## src/sv/rcpg_pkg.sv

```systemverilog
// ----------------------------------------------------------------------------
// rcpg_pkg - shared types and constants of the rectangle contour generator
// Sequencer states, segment and divide-operation codes, result status codes
// and the edge register map.
// ----------------------------------------------------------------------------
`default_nettype none

package rcpg_pkg;

    localparam int DATA_W         = 32;          // Q16.16 coordinates
    localparam int DIFF_W         = DATA_W + 1;  // edge difference
    localparam int SUM_W          = DATA_W + 2;  // sum of two differences
    localparam int PNT_IN_W       = 7;           // point_count port width
    localparam int STATUS_W       = 2;
    localparam int CFG_IDX_W      = 2;
    localparam int DEF_MAX_POINTS = 64;
    localparam int MIN_RECT_PNTS  = 4;

    localparam logic [DATA_W-1:0] EDGE_MIN = {1'b1, {(DATA_W-1){1'b0}}};
    localparam logic [DATA_W-1:0] EDGE_MAX = {1'b0, {(DATA_W-1){1'b1}}};

    localparam logic [CFG_IDX_W-1:0] REG_LEFT   = 2'd0;
    localparam logic [CFG_IDX_W-1:0] REG_RIGHT  = 2'd1;
    localparam logic [CFG_IDX_W-1:0] REG_BOTTOM = 2'd2;
    localparam logic [CFG_IDX_W-1:0] REG_TOP    = 2'd3;

    localparam logic [STATUS_W-1:0] ST_OK        = 2'd0;
    localparam logic [STATUS_W-1:0] ST_UNBOUNDED = 2'd1;
    localparam logic [STATUS_W-1:0] ST_TOO_FEW   = 2'd2;

    typedef enum logic [3:0] {
        S_IDLE,
        S_DECIDE,
        S_ERR,
        S_MUL,
        S_SHDIV,
        S_DIV,
        S_POST,
        S_NHDIV,
        S_MULK,
        S_SEG,
        S_EMIT
    } t_state;

    // contour segments in emission order, plus the single line segment
    typedef enum logic [2:0] {
        SEG_A,
        SEG_B,
        SEG_C,
        SEG_D,
        SEG_E,
        SEG_F,
        SEG_LINE
    } t_seg;

    typedef enum logic [2:0] {
        OP_SHARE,
        OP_HH,
        OP_HV,
        OP_LV,
        OP_LH
    } t_op;

endpackage

`default_nettype wire

```

## src/sv/rectangle_contour_point_generator_top.sv

```systemverilog
// ----------------------------------------------------------------------------
// rectangle_contour_point_generator_top - contour points of a rectangle
// Takes a point count per request and walks the configured rectangle (or
// line) counterclockwise, giving one Q16.16 point per result.
// ----------------------------------------------------------------------------
//  channel   | handshake               | payload
//  ----------+-------------------------+------------------------------------
//  request   | i_valid / o_stall       | i_point_count
//  result    | o_valid / i_stall       | o_real_part o_imag_part
//            |                         | o_last_point o_status
//  edge cfg  | i_cfg_valid / o_cfg_ready| i_cfg_index i_cfg_data
//
//  One request at a time. A single bit-per-cycle restoring divider does all
//  divisions: the share and each step size. A rectangle is emitted in six
//  segments, a line in one.
//  Reset clears the sequencer and sets every edge to its unbounded value.
//  A stalled result holds the output register; the next request is taken
//  while the last result of the previous one still waits.
// ----------------------------------------------------------------------------
`default_nettype none

module rectangle_contour_point_generator_top #(
    parameter int MAX_POINTS = rcpg_pkg::DEF_MAX_POINTS
) (
    input  wire logic                                 i_clk,
    input  wire logic                                 i_rst_n,
    input  wire logic                                 i_valid,
    output logic                                      o_stall,
    input  wire logic [rcpg_pkg::PNT_IN_W-1:0]        i_point_count,
    output logic                                      o_valid,
    input  wire logic                                 i_stall,
    output logic signed [rcpg_pkg::DATA_W-1:0]        o_real_part,
    output logic signed [rcpg_pkg::DATA_W-1:0]        o_imag_part,
    output logic                                      o_last_point,
    output logic [rcpg_pkg::STATUS_W-1:0]             o_status,
    input  wire logic                                 i_cfg_valid,
    output logic                                      o_cfg_ready,
    input  wire logic [rcpg_pkg::CFG_IDX_W-1:0]       i_cfg_index,
    input  wire logic [rcpg_pkg::DATA_W-1:0]          i_cfg_data
);

    localparam int DATA_W   = rcpg_pkg::DATA_W;
    localparam int DIFF_W   = rcpg_pkg::DIFF_W;
    localparam int SUM_W    = rcpg_pkg::SUM_W;
    localparam int CNT_W    = $clog2(MAX_POINTS + 1);
    localparam int PROD_W   = SUM_W + CNT_W + 1;
    localparam int DVD_W    = PROD_W;
    localparam int DSR_W    = SUM_W;
    localparam int SHORT_W  = DIFF_W;
    localparam int IT_W     = $clog2(DVD_W + 1);

    rcpg_pkg::t_state r_state, n_state;
    rcpg_pkg::t_seg   r_seg, n_seg, w_seg_next;
    rcpg_pkg::t_op    r_op, n_op;

    logic [DATA_W-1:0] r_left_edge, r_right_edge, r_bottom_edge, r_top_edge;

    logic [CNT_W-1:0]          r_n, n_n;
    logic [rcpg_pkg::STATUS_W-1:0] r_status, n_status;
    logic signed [PROD_W-1:0]  r_prod, n_prod;
    logic [DVD_W-1:0]          r_quo, n_quo;
    logic [DSR_W-1:0]          r_rem, n_rem;
    logic [DSR_W-1:0]          r_dsr, n_dsr;
    logic                      r_neg, n_neg;
    logic [IT_W-1:0]           r_cnt, n_cnt;
    logic [CNT_W-1:0]          r_nv, n_nv;
    logic [DATA_W-1:0]         r_hh, n_hh, r_hv, n_hv;
    logic [DATA_W-1:0]         r_re, n_re, r_im, n_im, r_dre, n_dre, r_dim, n_dim;
    logic [CNT_W-1:0]          r_pts_left, n_pts_left;
    logic                      r_out_valid, n_out_valid;
    logic [DATA_W-1:0]         r_out_re, n_out_re, r_out_im, n_out_im;
    logic                      r_out_last, n_out_last;
    logic [rcpg_pkg::STATUS_W-1:0] r_out_status, n_out_status;

    logic                      w_accept, w_out_free, w_load, w_last, w_final_seg;
    logic                      w_unb, w_line, w_vline;
    logic signed [DIFF_W-1:0]  w_dv, w_dh, w_sdiv_src;
    logic [SHORT_W-1:0]        w_sdiv_mag;
    logic signed [SUM_W-1:0]   w_den;
    logic [DSR_W-1:0]          w_den_mag;
    logic [PROD_W-1:0]         w_prod_mag;
    logic                      w_share_neg;
    logic signed [SUM_W-1:0]   w_mul_a;
    logic [CNT_W-1:0]          w_mul_b;
    logic signed [PROD_W-1:0]  w_prod;
    logic [DSR_W:0]            w_trial, w_diff;
    logic                      w_ge, w_round_up;
    logic [DVD_W:0]            w_qr;
    logic [CNT_W-1:0]          w_half, w_nmax, w_nv, w_nh, w_k1, w_k0, w_n_sat;
    logic [DATA_W-1:0]         w_qsigned;
    logic [DATA_W-1:0]         w_seg_re, w_seg_im, w_seg_dre, w_seg_dim;
    logic [CNT_W-1:0]          w_seg_cnt;

    // ---------------- edge registers ----------------
    always_ff @(posedge i_clk) begin
        if (!i_rst_n) begin
            r_left_edge   <= rcpg_pkg::EDGE_MIN;
            r_right_edge  <= rcpg_pkg::EDGE_MAX;
            r_bottom_edge <= rcpg_pkg::EDGE_MIN;
            r_top_edge    <= rcpg_pkg::EDGE_MAX;
        end else if (i_cfg_valid && o_cfg_ready) begin
            case (i_cfg_index)
                rcpg_pkg::REG_LEFT:   r_left_edge   <= i_cfg_data;
                rcpg_pkg::REG_RIGHT:  r_right_edge  <= i_cfg_data;
                rcpg_pkg::REG_BOTTOM: r_bottom_edge <= i_cfg_data;
                rcpg_pkg::REG_TOP:    r_top_edge    <= i_cfg_data;
                default: ;
            endcase
        end
    end

    // ---------------- geometry ----------------
    assign w_dv  = {r_top_edge[DATA_W-1], r_top_edge}
                 - {r_bottom_edge[DATA_W-1], r_bottom_edge};
    assign w_dh  = {r_right_edge[DATA_W-1], r_right_edge}
                 - {r_left_edge[DATA_W-1], r_left_edge};
    assign w_den = {w_dv[DIFF_W-1], w_dv} + {w_dh[DIFF_W-1], w_dh};
    assign w_den_mag = w_den[SUM_W-1] ? -w_den : w_den;

    assign w_unb  = (r_left_edge == rcpg_pkg::EDGE_MIN) || (r_right_edge == rcpg_pkg::EDGE_MAX)
                 || (r_bottom_edge == rcpg_pkg::EDGE_MIN) || (r_top_edge == rcpg_pkg::EDGE_MAX);
    assign w_vline = (r_left_edge == r_right_edge);
    assign w_line  = w_vline || (r_bottom_edge == r_top_edge);

    assign w_n_sat = ({25'd0, i_point_count} > 32'(MAX_POINTS)) ? CNT_W'(MAX_POINTS)
                                                                : CNT_W'(i_point_count);

    assign w_half = CNT_W'(r_n >> 1);
    assign w_nmax = w_half - CNT_W'(1);
    assign w_k1   = CNT_W'(r_nv >> 1) + CNT_W'(1);
    assign w_k0   = r_nv - w_k1;
    assign w_nh   = w_half - r_nv;

    // ---------------- shared multiplier ----------------
    assign w_mul_a = (r_state == rcpg_pkg::S_MULK) ? {{(SUM_W-DATA_W){r_hv[DATA_W-1]}}, r_hv}
                                                   : {w_dv[DIFF_W-1], w_dv};
    assign w_mul_b = (r_state == rcpg_pkg::S_MULK) ? w_k1 : w_half;
    assign w_prod  = w_mul_a * $signed({1'b0, w_mul_b});

    // ---------------- shared divider ----------------
    assign w_sdiv_src = (r_state == rcpg_pkg::S_DECIDE) ? (w_vline ? w_dv : w_dh)
                      : (r_state == rcpg_pkg::S_NHDIV)  ? w_dh : w_dv;
    assign w_sdiv_mag = w_sdiv_src[DIFF_W-1] ? -w_sdiv_src : w_sdiv_src;

    assign w_prod_mag  = r_prod[PROD_W-1] ? -r_prod : r_prod;
    assign w_share_neg = (r_prod[PROD_W-1] ^ w_den[SUM_W-1]) && (r_prod != '0);

    assign w_trial = {r_rem, r_quo[DVD_W-1]};
    assign w_diff  = w_trial - {1'b0, r_dsr};
    assign w_ge    = (w_trial >= {1'b0, r_dsr});

    assign w_qsigned = r_neg ? -r_quo[DATA_W-1:0] : r_quo[DATA_W-1:0];

    // share rounding: ties go down, then clamp to 1..N/2-1
    assign w_round_up = ({r_rem, 1'b0} > {1'b0, r_dsr});
    assign w_qr       = {1'b0, r_quo} + (DVD_W+1)'(w_round_up);
    always_comb begin
        if (r_neg || (w_qr == '0)) begin
            w_nv = CNT_W'(1);
        end else if (w_qr > (DVD_W+1)'(w_nmax)) begin
            w_nv = w_nmax;
        end else begin
            w_nv = CNT_W'(w_qr);
        end
    end

    // ---------------- segment table ----------------
    always_comb begin
        w_seg_re   = r_left_edge;
        w_seg_im   = r_bottom_edge;
        w_seg_dre  = '0;
        w_seg_dim  = '0;
        w_seg_cnt  = r_n;
        w_seg_next = rcpg_pkg::SEG_LINE;
        case (r_seg)
            rcpg_pkg::SEG_A: begin
                w_seg_re = r_right_edge;
                w_seg_im = r_bottom_edge + r_prod[DATA_W-1:0];
                w_seg_dim = r_hv;
                w_seg_cnt = w_k0;
                w_seg_next = rcpg_pkg::SEG_B;
            end
            rcpg_pkg::SEG_B: begin
                w_seg_re = r_right_edge;
                w_seg_im = r_top_edge;
                w_seg_dre = -r_hh;
                w_seg_cnt = w_nh;
                w_seg_next = rcpg_pkg::SEG_C;
            end
            rcpg_pkg::SEG_C: begin
                w_seg_re = r_left_edge;
                w_seg_im = r_top_edge;
                w_seg_dim = -r_hv;
                w_seg_cnt = w_k1;
                w_seg_next = rcpg_pkg::SEG_D;
            end
            rcpg_pkg::SEG_D: begin
                w_seg_re = r_left_edge;
                w_seg_im = r_top_edge - r_prod[DATA_W-1:0];
                w_seg_dim = -r_hv;
                w_seg_cnt = w_k0;
                w_seg_next = rcpg_pkg::SEG_E;
            end
            rcpg_pkg::SEG_E: begin
                w_seg_re = r_left_edge;
                w_seg_im = r_bottom_edge;
                w_seg_dre = r_hh;
                w_seg_cnt = w_nh;
                w_seg_next = rcpg_pkg::SEG_F;
            end
            rcpg_pkg::SEG_F: begin
                w_seg_re = r_right_edge;
                w_seg_im = r_bottom_edge;
                w_seg_dim = r_hv;
                w_seg_cnt = w_k1;
            end
            default: begin
                w_seg_dre = r_hh;
                w_seg_dim = r_hv;
            end
        endcase
    end

    assign w_final_seg = (r_seg == rcpg_pkg::SEG_F) || (r_seg == rcpg_pkg::SEG_LINE);
    assign w_last      = w_final_seg && (r_pts_left == CNT_W'(1));

    // ---------------- sequencer: next state ----------------
    always_comb begin
        n_state = r_state;
        case (r_state)
            rcpg_pkg::S_IDLE: begin
                if (w_accept) n_state = rcpg_pkg::S_DECIDE;
            end
            rcpg_pkg::S_DECIDE: begin
                if (w_unb) begin
                    n_state = rcpg_pkg::S_ERR;
                end else if (w_line) begin
                    if (r_n == '0)                n_state = rcpg_pkg::S_ERR;
                    else if (r_n == CNT_W'(1))    n_state = rcpg_pkg::S_SEG;
                    else                          n_state = rcpg_pkg::S_DIV;
                end else if (r_n < CNT_W'(rcpg_pkg::MIN_RECT_PNTS)) begin
                    n_state = rcpg_pkg::S_ERR;
                end else begin
                    n_state = rcpg_pkg::S_MUL;
                end
            end
            rcpg_pkg::S_ERR: begin
                if (w_load) n_state = rcpg_pkg::S_IDLE;
            end
            rcpg_pkg::S_MUL:   n_state = rcpg_pkg::S_SHDIV;
            rcpg_pkg::S_SHDIV: begin
                n_state = (w_den == '0) ? rcpg_pkg::S_POST : rcpg_pkg::S_DIV;
            end
            rcpg_pkg::S_DIV: begin
                if (r_cnt == IT_W'(1)) n_state = rcpg_pkg::S_POST;
            end
            rcpg_pkg::S_POST: begin
                case (r_op)
                    rcpg_pkg::OP_SHARE: n_state = rcpg_pkg::S_NHDIV;
                    rcpg_pkg::OP_HH:    n_state = rcpg_pkg::S_DIV;
                    rcpg_pkg::OP_HV:    n_state = rcpg_pkg::S_MULK;
                    default:            n_state = rcpg_pkg::S_SEG;
                endcase
            end
            rcpg_pkg::S_NHDIV: n_state = rcpg_pkg::S_DIV;
            rcpg_pkg::S_MULK:  n_state = rcpg_pkg::S_SEG;
            rcpg_pkg::S_SEG: begin
                if (w_seg_cnt != '0) n_state = rcpg_pkg::S_EMIT;
            end
            rcpg_pkg::S_EMIT: begin
                if (w_load && (r_pts_left == CNT_W'(1))) begin
                    n_state = w_final_seg ? rcpg_pkg::S_IDLE : rcpg_pkg::S_SEG;
                end
            end
            default: n_state = rcpg_pkg::S_IDLE;
        endcase
    end

    // ---------------- sequencer: outputs ----------------
    always_comb begin
        o_stall     = (r_state != rcpg_pkg::S_IDLE);
        o_cfg_ready = (r_state == rcpg_pkg::S_IDLE);
        w_out_free  = !r_out_valid || !i_stall;
        w_load      = ((r_state == rcpg_pkg::S_EMIT) || (r_state == rcpg_pkg::S_ERR))
                      && w_out_free;
        w_accept    = i_valid && !o_stall;
    end

    // ---------------- datapath ----------------
    always_comb begin
        n_n          = r_n;
        n_status     = r_status;
        n_prod       = r_prod;
        n_quo        = r_quo;
        n_rem        = r_rem;
        n_dsr        = r_dsr;
        n_neg        = r_neg;
        n_cnt        = r_cnt;
        n_op         = r_op;
        n_nv         = r_nv;
        n_hh         = r_hh;
        n_hv         = r_hv;
        n_seg        = r_seg;
        n_re         = r_re;
        n_im         = r_im;
        n_dre        = r_dre;
        n_dim        = r_dim;
        n_pts_left   = r_pts_left;
        n_out_valid  = r_out_valid && i_stall;
        n_out_re     = r_out_re;
        n_out_im     = r_out_im;
        n_out_last   = r_out_last;
        n_out_status = r_out_status;

        case (r_state)
            rcpg_pkg::S_IDLE: begin
                if (w_accept) n_n = w_n_sat;
            end
            rcpg_pkg::S_DECIDE: begin
                n_status = w_unb ? rcpg_pkg::ST_UNBOUNDED : rcpg_pkg::ST_TOO_FEW;
                n_hh     = '0;
                n_hv     = '0;
                n_seg    = rcpg_pkg::SEG_LINE;
                n_quo    = {w_sdiv_mag, {(DVD_W-SHORT_W){1'b0}}};
                n_rem    = '0;
                n_neg    = w_sdiv_src[DIFF_W-1];
                n_dsr    = DSR_W'(r_n - CNT_W'(1));
                n_cnt    = IT_W'(SHORT_W);
                n_op     = w_vline ? rcpg_pkg::OP_LV : rcpg_pkg::OP_LH;
            end
            rcpg_pkg::S_MUL: begin
                n_prod = w_prod;
            end
            rcpg_pkg::S_SHDIV: begin
                n_op  = rcpg_pkg::OP_SHARE;
                n_rem = '0;
                n_cnt = IT_W'(DVD_W);
                if (w_den == '0) begin
                    n_quo = '0;
                    n_neg = 1'b0;
                    n_dsr = '0;
                end else begin
                    n_quo = w_prod_mag;
                    n_neg = w_share_neg;
                    n_dsr = w_den_mag;
                end
            end
            rcpg_pkg::S_DIV: begin
                n_rem = w_ge ? w_diff[DSR_W-1:0] : w_trial[DSR_W-1:0];
                n_quo = {r_quo[DVD_W-2:0], w_ge};
                n_cnt = r_cnt - IT_W'(1);
            end
            rcpg_pkg::S_POST: begin
                case (r_op)
                    rcpg_pkg::OP_SHARE: n_nv = w_nv;
                    rcpg_pkg::OP_HH: begin
                        n_hh  = w_qsigned;
                        n_quo = {w_sdiv_mag, {(DVD_W-SHORT_W){1'b0}}};
                        n_rem = '0;
                        n_neg = w_sdiv_src[DIFF_W-1];
                        n_dsr = DSR_W'(r_nv);
                        n_cnt = IT_W'(SHORT_W);
                        n_op  = rcpg_pkg::OP_HV;
                    end
                    rcpg_pkg::OP_HV: n_hv = w_qsigned;
                    rcpg_pkg::OP_LV: n_hv = w_qsigned;
                    default:         n_hh = w_qsigned;
                endcase
            end
            rcpg_pkg::S_NHDIV: begin
                n_quo = {w_sdiv_mag, {(DVD_W-SHORT_W){1'b0}}};
                n_rem = '0;
                n_neg = w_sdiv_src[DIFF_W-1];
                n_dsr = DSR_W'(w_nh);
                n_cnt = IT_W'(SHORT_W);
                n_op  = rcpg_pkg::OP_HH;
            end
            rcpg_pkg::S_MULK: begin
                n_prod = w_prod;
                n_seg  = rcpg_pkg::SEG_A;
            end
            rcpg_pkg::S_SEG: begin
                if (w_seg_cnt == '0) begin
                    n_seg = w_seg_next;
                end else begin
                    n_re       = w_seg_re;
                    n_im       = w_seg_im;
                    n_dre      = w_seg_dre;
                    n_dim      = w_seg_dim;
                    n_pts_left = w_seg_cnt;
                end
            end
            rcpg_pkg::S_EMIT: begin
                if (w_load) begin
                    n_out_valid  = 1'b1;
                    n_out_re     = r_re;
                    n_out_im     = r_im;
                    n_out_last   = w_last;
                    n_out_status = rcpg_pkg::ST_OK;
                    n_re         = r_re + r_dre;
                    n_im         = r_im + r_dim;
                    n_pts_left   = r_pts_left - CNT_W'(1);
                    if (r_pts_left == CNT_W'(1)) n_seg = w_seg_next;
                end
            end
            rcpg_pkg::S_ERR: begin
                if (w_load) begin
                    n_out_valid  = 1'b1;
                    n_out_re     = '0;
                    n_out_im     = '0;
                    n_out_last   = 1'b1;
                    n_out_status = r_status;
                end
            end
            default: ;
        endcase
    end

    always_ff @(posedge i_clk) begin
        if (!i_rst_n) begin
            r_state     <= rcpg_pkg::S_IDLE;
            r_out_valid <= 1'b0;
        end else begin
            r_state     <= n_state;
            r_out_valid <= n_out_valid;
        end
    end

    always_ff @(posedge i_clk) begin
        r_n          <= n_n;
        r_status     <= n_status;
        r_prod       <= n_prod;
        r_quo        <= n_quo;
        r_rem        <= n_rem;
        r_dsr        <= n_dsr;
        r_neg        <= n_neg;
        r_cnt        <= n_cnt;
        r_op         <= n_op;
        r_nv         <= n_nv;
        r_hh         <= n_hh;
        r_hv         <= n_hv;
        r_seg        <= n_seg;
        r_re         <= n_re;
        r_im         <= n_im;
        r_dre        <= n_dre;
        r_dim        <= n_dim;
        r_pts_left   <= n_pts_left;
        r_out_re     <= n_out_re;
        r_out_im     <= n_out_im;
        r_out_last   <= n_out_last;
        r_out_status <= n_out_status;
    end

    assign o_valid      = r_out_valid;
    assign o_real_part  = r_out_re;
    assign o_imag_part  = r_out_im;
    assign o_last_point = r_out_last;
    assign o_status     = r_out_status;

    // ---------------- assertions ----------------
    a_last_ends_request: assert property (@(posedge i_clk) disable iff (!i_rst_n)
        (r_state == rcpg_pkg::S_EMIT && w_load && w_last) |=> (r_state == rcpg_pkg::S_IDLE))
        else $error("last point did not end the request");

    a_share_clamped: assert property (@(posedge i_clk) disable iff (!i_rst_n)
        (r_state == rcpg_pkg::S_NHDIV) |-> (r_nv != '0 && r_nv < w_half))
        else $error("vertical share out of range");

    a_div_nonzero: assert property (@(posedge i_clk) disable iff (!i_rst_n)
        (r_state == rcpg_pkg::S_DIV) |-> (r_dsr != '0))
        else $error("divide by zero in shared divider");

    a_rem_bound: assert property (@(posedge i_clk) disable iff (!i_rst_n)
        (r_state == rcpg_pkg::S_POST && r_dsr != '0) |-> (r_rem < r_dsr))
        else $error("divider remainder not below divisor");

    a_error_is_last: assert property (@(posedge i_clk) disable iff (!i_rst_n)
        (o_valid && o_status != rcpg_pkg::ST_OK) |-> o_last_point)
        else $error("error result without last marker");

endmodule

`default_nettype wire

```

## config.mk

```make
export PLATFORM = sky130hd
export DESIGN_NAME = rectangle_contour_point_generator_top
export DESIGN_NICKNAME = d
export VERILOG_FILES = /design/src/sv/rcpg_pkg.sv /design/src/sv/rectangle_contour_point_generator_top.sv
export SDC_FILE = /design/constraint.sdc
export NUM_CORES = 2
export LEC_CHECK = 0
export BUFFER_PORTS_ARGS = -buffer_cell sky130_fd_sc_hd__buf_2
export CELL_PAD_IN_SITES_DETAIL_PLACEMENT = 2
export CELL_PAD_IN_SITES_GLOBAL_PLACEMENT = 2
export CORE_ASPECT_RATIO = 1.4
export CORE_UTILIZATION = 41
export DETAILED_ROUTE_END_ITERATION = 10
export PLACE_DENSITY_LB_ADDON = 0.1
export SLEW_MARGIN = 20
export SYNTH_ARGS = -nofsm -noshare
export SYNTH_HDL_FRONTEND = slang
export SYNTH_SLANG_ARGS = --single-unit
```

## constraint.sdc

```tcl
create_clock -name i_clk -period 9.33 [get_ports i_clk]
set_clock_uncertainty 0.1 [all_clocks]
set_input_delay 1.866 -clock i_clk [delete_from_list [all_inputs] [get_ports i_clk]]
set_output_delay 1.866 -clock i_clk [all_outputs]
set_load 0.02 [all_outputs]
```

# == Yosys cells after proc, flatten, opt, wreduce, memory -nomap -nowiden ==
# Cells that the tools add are included.
# totals
regBits,580
inputBits,46
out_inout_bits,70
wordCells,246
# op_classes
n_addsub,22
mul,1
n_lt_le_gt_ge,5
eq_ne,43
n_mux,78
bitwise_logic,2
n_reduce_logical,67
# op_table
op,count
$pmux W32 S2,8
$mux W32,11
$mux W34,6
$pmux W42 S4,1
$pmux W34 S4,1
$mux W33,4
$mux W42,3
$pmux W34 S3,1
$add A32 B32 Y32,3
$neg A32 Y32,3
$pmux W32 S3,1
$sub A32 B32 Y33,2
$eq A32 B31 Y1 const B,2
$eq A32 B32 Y1,2
$eq A32 B32 Y1 const B,2
$pmux W4 S11,1
$add A42 B1 Y43,1
$gt A43 B7 Y1,1
$logic_not A43 Y1,1
$mul A34 B8 Y42,1
$neg A42 Y42,1
$reduce_bool A42 Y1,1
$mux W4,10
$ge A35 B34 Y1,1
63 further kinds,150

# == Longest topological paths before layout ==
# depth
ltp_word,7
depth_mapped,36
ltp_nobuf,35

# == Worst setup path after synthesis ==
# Ideal clock, no wire load.
# synth_path
path_type,register to register
start,register r_state[2]
end,"register r_prod[40], data pin"
setup_ps,265
t_arrival_ps,7677
required_time_ps,8965
setup_slack_ps,1288
stages_incl_launch_ff,30
path_cell_list,dfxtp_1 -> clkbuf_1 -> clkbuf_1 -> nor2_1 -> nand2_1 -> clkbuf_1 -> buf_1 -> clkbuf_1 -> mux2i_1 -> nor2_1 -> fa_1 -> fa_1 -> inv_1 -> fa_1 -> inv_1 -> fa_1 -> ha_1 -> o21a_1 -> o21ai_0 -> a21oi_1 -> nor2b_1 -> a221o_1 -> and3_1 -> o31ai_1 -> o21ai_0 -> o21ai_0 -> o2111ai_1 -> a21oi_1 -> o21ai_0 -> xor2_1
# synth_via
elab_chain_len,3
# synth_lines
element,line,source
from (decl),rectangle_contour_point_generator_top.sv:52,"rcpg_pkg::t_state r_state, n_state;"
from (signal assigned),rectangle_contour_point_generator_top.sv:421,r_state <= rcpg_pkg::S_IDLE;
from (signal assigned),rectangle_contour_point_generator_top.sv:424,r_state <= n_state;
$eq A4 B4 Y1 *,"rectangle_contour_point_generator_top.sv:135, rectangle_contour_point_generator_top.sv:137",
$mux W34 / $mux W7 (equally long branches),"rectangle_contour_point_generator_top.sv:135, rectangle_contour_point_generator_top.sv:137",
$mul A34 B8 Y42 *,rectangle_contour_point_generator_top.sv:138,"assign w_prod = w_mul_a * $signed({1'b0, w_mul_b});"
via w_prod[40],rectangle_contour_point_generator_top.sv:85,logic signed [PROD_W-1:0] w_prod;
to (signal assigned),rectangle_contour_point_generator_top.sv:432,r_prod <= n_prod;
to (decl),rectangle_contour_point_generator_top.sv:60,"logic signed [PROD_W-1:0] r_prod, n_prod;"
# The timed path passes the listed nets; every way through them passes the cells marked *.
# A chain may end at the register's enable or synchronous reset.

# == Final worst setup path ==
# layout_path
start,register r_bottom_edge[4]
end,"register r_prod[40], data pin"
# layout_via
elab_chain_len,3
# layout_lines
element,line,source
from (decl),rectangle_contour_point_generator_top.sv:56,"logic [DATA_W-1:0] r_left_edge, r_right_edge, r_bottom_edge, r_top_edge;"
from (signal assigned),rectangle_contour_point_generator_top.sv:99,r_bottom_edge <= rcpg_pkg::EDGE_MIN;
from (signal assigned),rectangle_contour_point_generator_top.sv:105,rcpg_pkg::REG_BOTTOM: r_bottom_edge <= i_cfg_data;
$sub A32 B32 Y33,rectangle_contour_point_generator_top.sv:114,"- {r_bottom_edge[DATA_W-1], r_bottom_edge};"
$mux W34,rectangle_contour_point_generator_top.sv:135,"assign w_mul_a = (r_state == rcpg_pkg::S_MULK) ? {{(SUM_W-DATA_W){r_hv[DATA_W-1]}}, r_hv}"
$mul A34 B8 Y42,rectangle_contour_point_generator_top.sv:138,
via w_prod[40],rectangle_contour_point_generator_top.sv:85,
# The timed path passes the listed nets, and every way through them passes these cells.

==> results.md <==
- Placement Setup Slack: 0.301 ns
- Final critical-path share of the clock period: 94.9%
- Unrepaired setup endpoints after global routing: no
- Fraction of layout cells with a size suffix above 1: 8.85%
- IO Pins: 116
- CP arrival: 9.19 ns
- Critical Path Most Common Cell: fa_1
- Final min period: 8.85 ns
- Routed Antenna Nets: 0
- IO buf count: 115
- Post-synthesis simple-gate area fraction: 19.1%
- Crit end category: flop
- Largest family of logic cells by synthesized area: simple AND/OR/NAND/NOR gates
- Clock root cell: clkbuf_16
- Slew HR: 21.7%
- Vias in the first global route: 53200
- Final global-route overflow total: 0
- Pin count of the biggest net entering global routing: 67
- Synth Area in Compound Gates: 18.4%
- Failing checks: design-rule violations
- DR DRC count: 20
- Seq pwr share: 18.2%
- Via count: 48500
- Avg WL per Cell: 30.2 um
- Slowest-stage cell, CP: fa_1
- Least-Margin Pin Slew: 1.17 ns
- Die Y: 422 um
- Sequential fraction of the synthesis area: 31.2%
- Post-Synth XOR/XNOR Area: 7.41%
- Max Slew Vio Count: 0
- Synth area leader: edfxtp_1
- WHS Path Cells: 2
- Worst Slack Setup Final: 0.478 ns
- Switching Share: 50.9%
- EDFF count, synth: 447
- Max clock buf depth: 3
- Top-count cell post-synth: nand2_1
- Synthesis-to-finish area growth: 10.8%
- Post-synth top area share: 26.0%
- HPWL after DPL: 187 mm
- Core footprint: 125000 um2
- Mux contribution to synthesized area: 2.20%
- Layout Nets: 6687
- Die Footprint: 127000 um2
- Yosys reg bits: 580
- F_max: 0.113 GHz
- Startpoint type of the worst setup path: flop
- CP Data Required Time: 9.67 ns
- CTS Buf Count: 72
- Clock network fraction of total power: 11.5%
- Max Cap Violations: 0
- Die width: 302 um
- Post-Syn Nets: 6586
- Starting density of the core: 41.4%
- Starting DRT DRC Count: 2942
- Initial antenna violation count: 19
- Reg clk slew, reported paths: 0.06 ns
- Slowest stage delay, CP: 0.55 ns
- Vias per cell: 6.23
- Outcome: finished, violations left
- Std cell rows: 153
- Most used flip-flop cell after synthesis: edfxtp_1
- Top cells by area, synth: edfxtp_1 (26%), ha_1 (9.0%), fa_1 (7.1%)
- First-pass GRT wire length: 346 mm
- CTS tree: yes
- Final Hold Vio Count: 0
- Synth async-reset ratio: 0%
- GRT Overall Usage: 36.7%
- RD Place Congestion: 0.985
- Mean Syn Cell Area: 8.63 um2
- Gate power share: 70.3%
- CP Max Fanout: 6
- Synth cell count leaders: nand2_1 (667), inv_1 (502), nor2_1 (499)
- Clock tree sinks: 580
- Cell area after synthesis: 51600 um2
- Internal power: 13000 uW
- Static leakage: 0.0234 uW
- DR pass1 iterations: 10
- Peak VDD IR: 0.989 mV
- Clk Latency, worst-skew pair: 0.72 ns
- H-tree Lvls: 3
- Final setup vio count: 0
- Adder-Cell Fraction of Synth Area: 16.2%
- Distinct cells, synth: 103
- Psw: 13500 uW
- WL final: 235 mm
- Worst Reg2Reg Path Length in Cells: 31
- WS Path Type: flop to flop
- Setup tns final: 0 ns
- Mapped Cells: 5985
- Synth warn: 0
- Hold crit path type: flop to flop
- Pwr per Cell Area: 464 nW/um2
[layer usage]
layer | track usage, % | vias up | routed length, um
met5 | 0 | - | 40
met4 | 22.9 | 6 | 16100
met3 | 3.97 | 526 | 10800
met2 | 65.3 | 1331 | 119000
met1 | 41.6 | 25200 | 89600
li1 | - | 21400 | -
[power by group through the flow]
stage / Clock, uW / Combinational, uW / Sequential [uW]
2_1_floorplan: 0 / 12800 / 4590
3_3_place_gp: 0 / 17600 / 4830
3_5_place_dp: 0 / 18300 / 4850
4_1_cts: 3080 / 18600 / 4810
5_1_grt: 3160 / 20500 / 4870
6_report: 3040 / 18600 / 4840
[worst max-delay path, delay by kind of cell (launching register included)]
kind,cells,cell delay [ns]
compound gates,13,3.40
flops,1,0.44
buf+inv,5,0.52
fa+ha+maj,6,2.72
xor+xnor,1,0.17
simple gates,6,1.16
[registers in the layout, summed over array words and instances, names as in the netlist, 32 cells and up]
name,flops
r_bottom_edge,32
r_right_edge,32
r_hv,32
r_im,32
r_hh,32
r_dre,32
r_left_edge,32
r_dim,32
r_re,32
r_rem,34
r_top_edge,32
o_real_part,32
r_quo,42
r_dsr,34
r_prod,42
o_imag_part,32
[worst paths after layout]
kind / startpoint / end / slack, ns
max: r_bottom_edge[4]$_SDFFE_PN0P_ / r_prod[40]$_DFFE_PP_ / 0.48
min: r_left_edge[13]$_SDFFE_PN0P_ / r_left_edge[13]$_SDFFE_PN0P_ / 0.39
max reg2reg: r_bottom_edge[4]$_SDFFE_PN0P_ / r_prod[40]$_DFFE_PP_ / 0.48
min reg2reg: r_left_edge[13]$_SDFFE_PN0P_ / r_left_edge[13]$_SDFFE_PN0P_ / 0.39
[cell type report]
class | count | area (um2)
Antenna cell | 3 | 7.51
Clock buffer | 89 | 1940
Clock inverter | 45 | 502
Fill cell | 13800 | 67400
Inverter | 505 | 1900
Multi-Input combinational cell | 4653 | 32900
Sequential cell | 580 | 16100
Tap cell | 1627 | 2040
Timing Repair Buffer | 274 | 1790
[cell usage in the layout, fill, tap and decap left out, types with 19 or more instances in the layout]
| master | instances |
|---|---|
| xnor2_1 | 243 |
| a31oi_1 | 52 |
| o221ai_1 | 21 |
| nor4_1 | 44 |
| nand3_1 | 189 |
| nand2b_1 | 57 |
| o21ai_0 | 333 |
| nor2b_1 | 123 |
| or3_1 | 67 |
| o21bai_1 | 39 |
| o31ai_1 | 60 |
| o21a_1 | 41 |
| fa_1 | 182 |
| and2_1 | 65 |
| and3_1 | 44 |
| xor2_1 | 182 |
| buf_4 | 157 |
| a211oi_1 | 57 |
| clkbuf_16 | 75 |
| a21oi_1 | 427 |
| nand2_1 | 663 |
| o211ai_1 | 35 |
| nand4_1 | 66 |
| or4_1 | 24 |
| inv_1 | 502 |
| or2_2 | 45 |
| dfxtp_1 | 133 |
| a21o_1 | 139 |
| ha_1 | 373 |
| nor2_1 | 492 |
| edfxtp_1 | 447 |
| mux2i_1 | 87 |
| o221ai_2 | 19 |
| nor3_1 | 126 |
| o22ai_1 | 31 |
| buf_2 | 115 |
[cells by family (layout without fill, tap and decap cells)]
logic type / count (synthesis) / after routing
fa+ha+maj: 559 / 559
compound gates: 1474 / 1474
simple gates: 2077 / 2077
flops: 580 / 580
mux: 108 / 108
other cells: 0 / 3
buf+inv: 752 / 913
xor+xnor: 435 / 435
[through the flow]
| stage | utilization [%] | total power, uW | hold WS, ns | cells | instance area (um2) |
|---|---|---|---|---|---|
| global placement | 43.8 | 22400 | 0.355 | 7636 | 54600 |
| detailed placement | 43.8 | 23200 | 0.374 | 7636 | 54600 |
| finish | 45.9 | 26500 | 0.385 | 7776 | 57200 |
| CTS | 45.8 | 26500 | 0.383 | 7770 | 57100 |
| global route | 45.9 | 28500 | 0.403 | 7773 | 57200 |
| floorplan | - | 17400 | 0.345 | 5985 | 51600 |
[what timing repair did]
item | CTS | global route
gates resized for setup | 0 | 16
hold endpoints to repair | 0 | 0
setup endpoints to repair | 0 | 6
hold buffers | 0 | 0
buffers inserted | 0 | 3
Note: power is estimated with default switching activity, not from simulation.
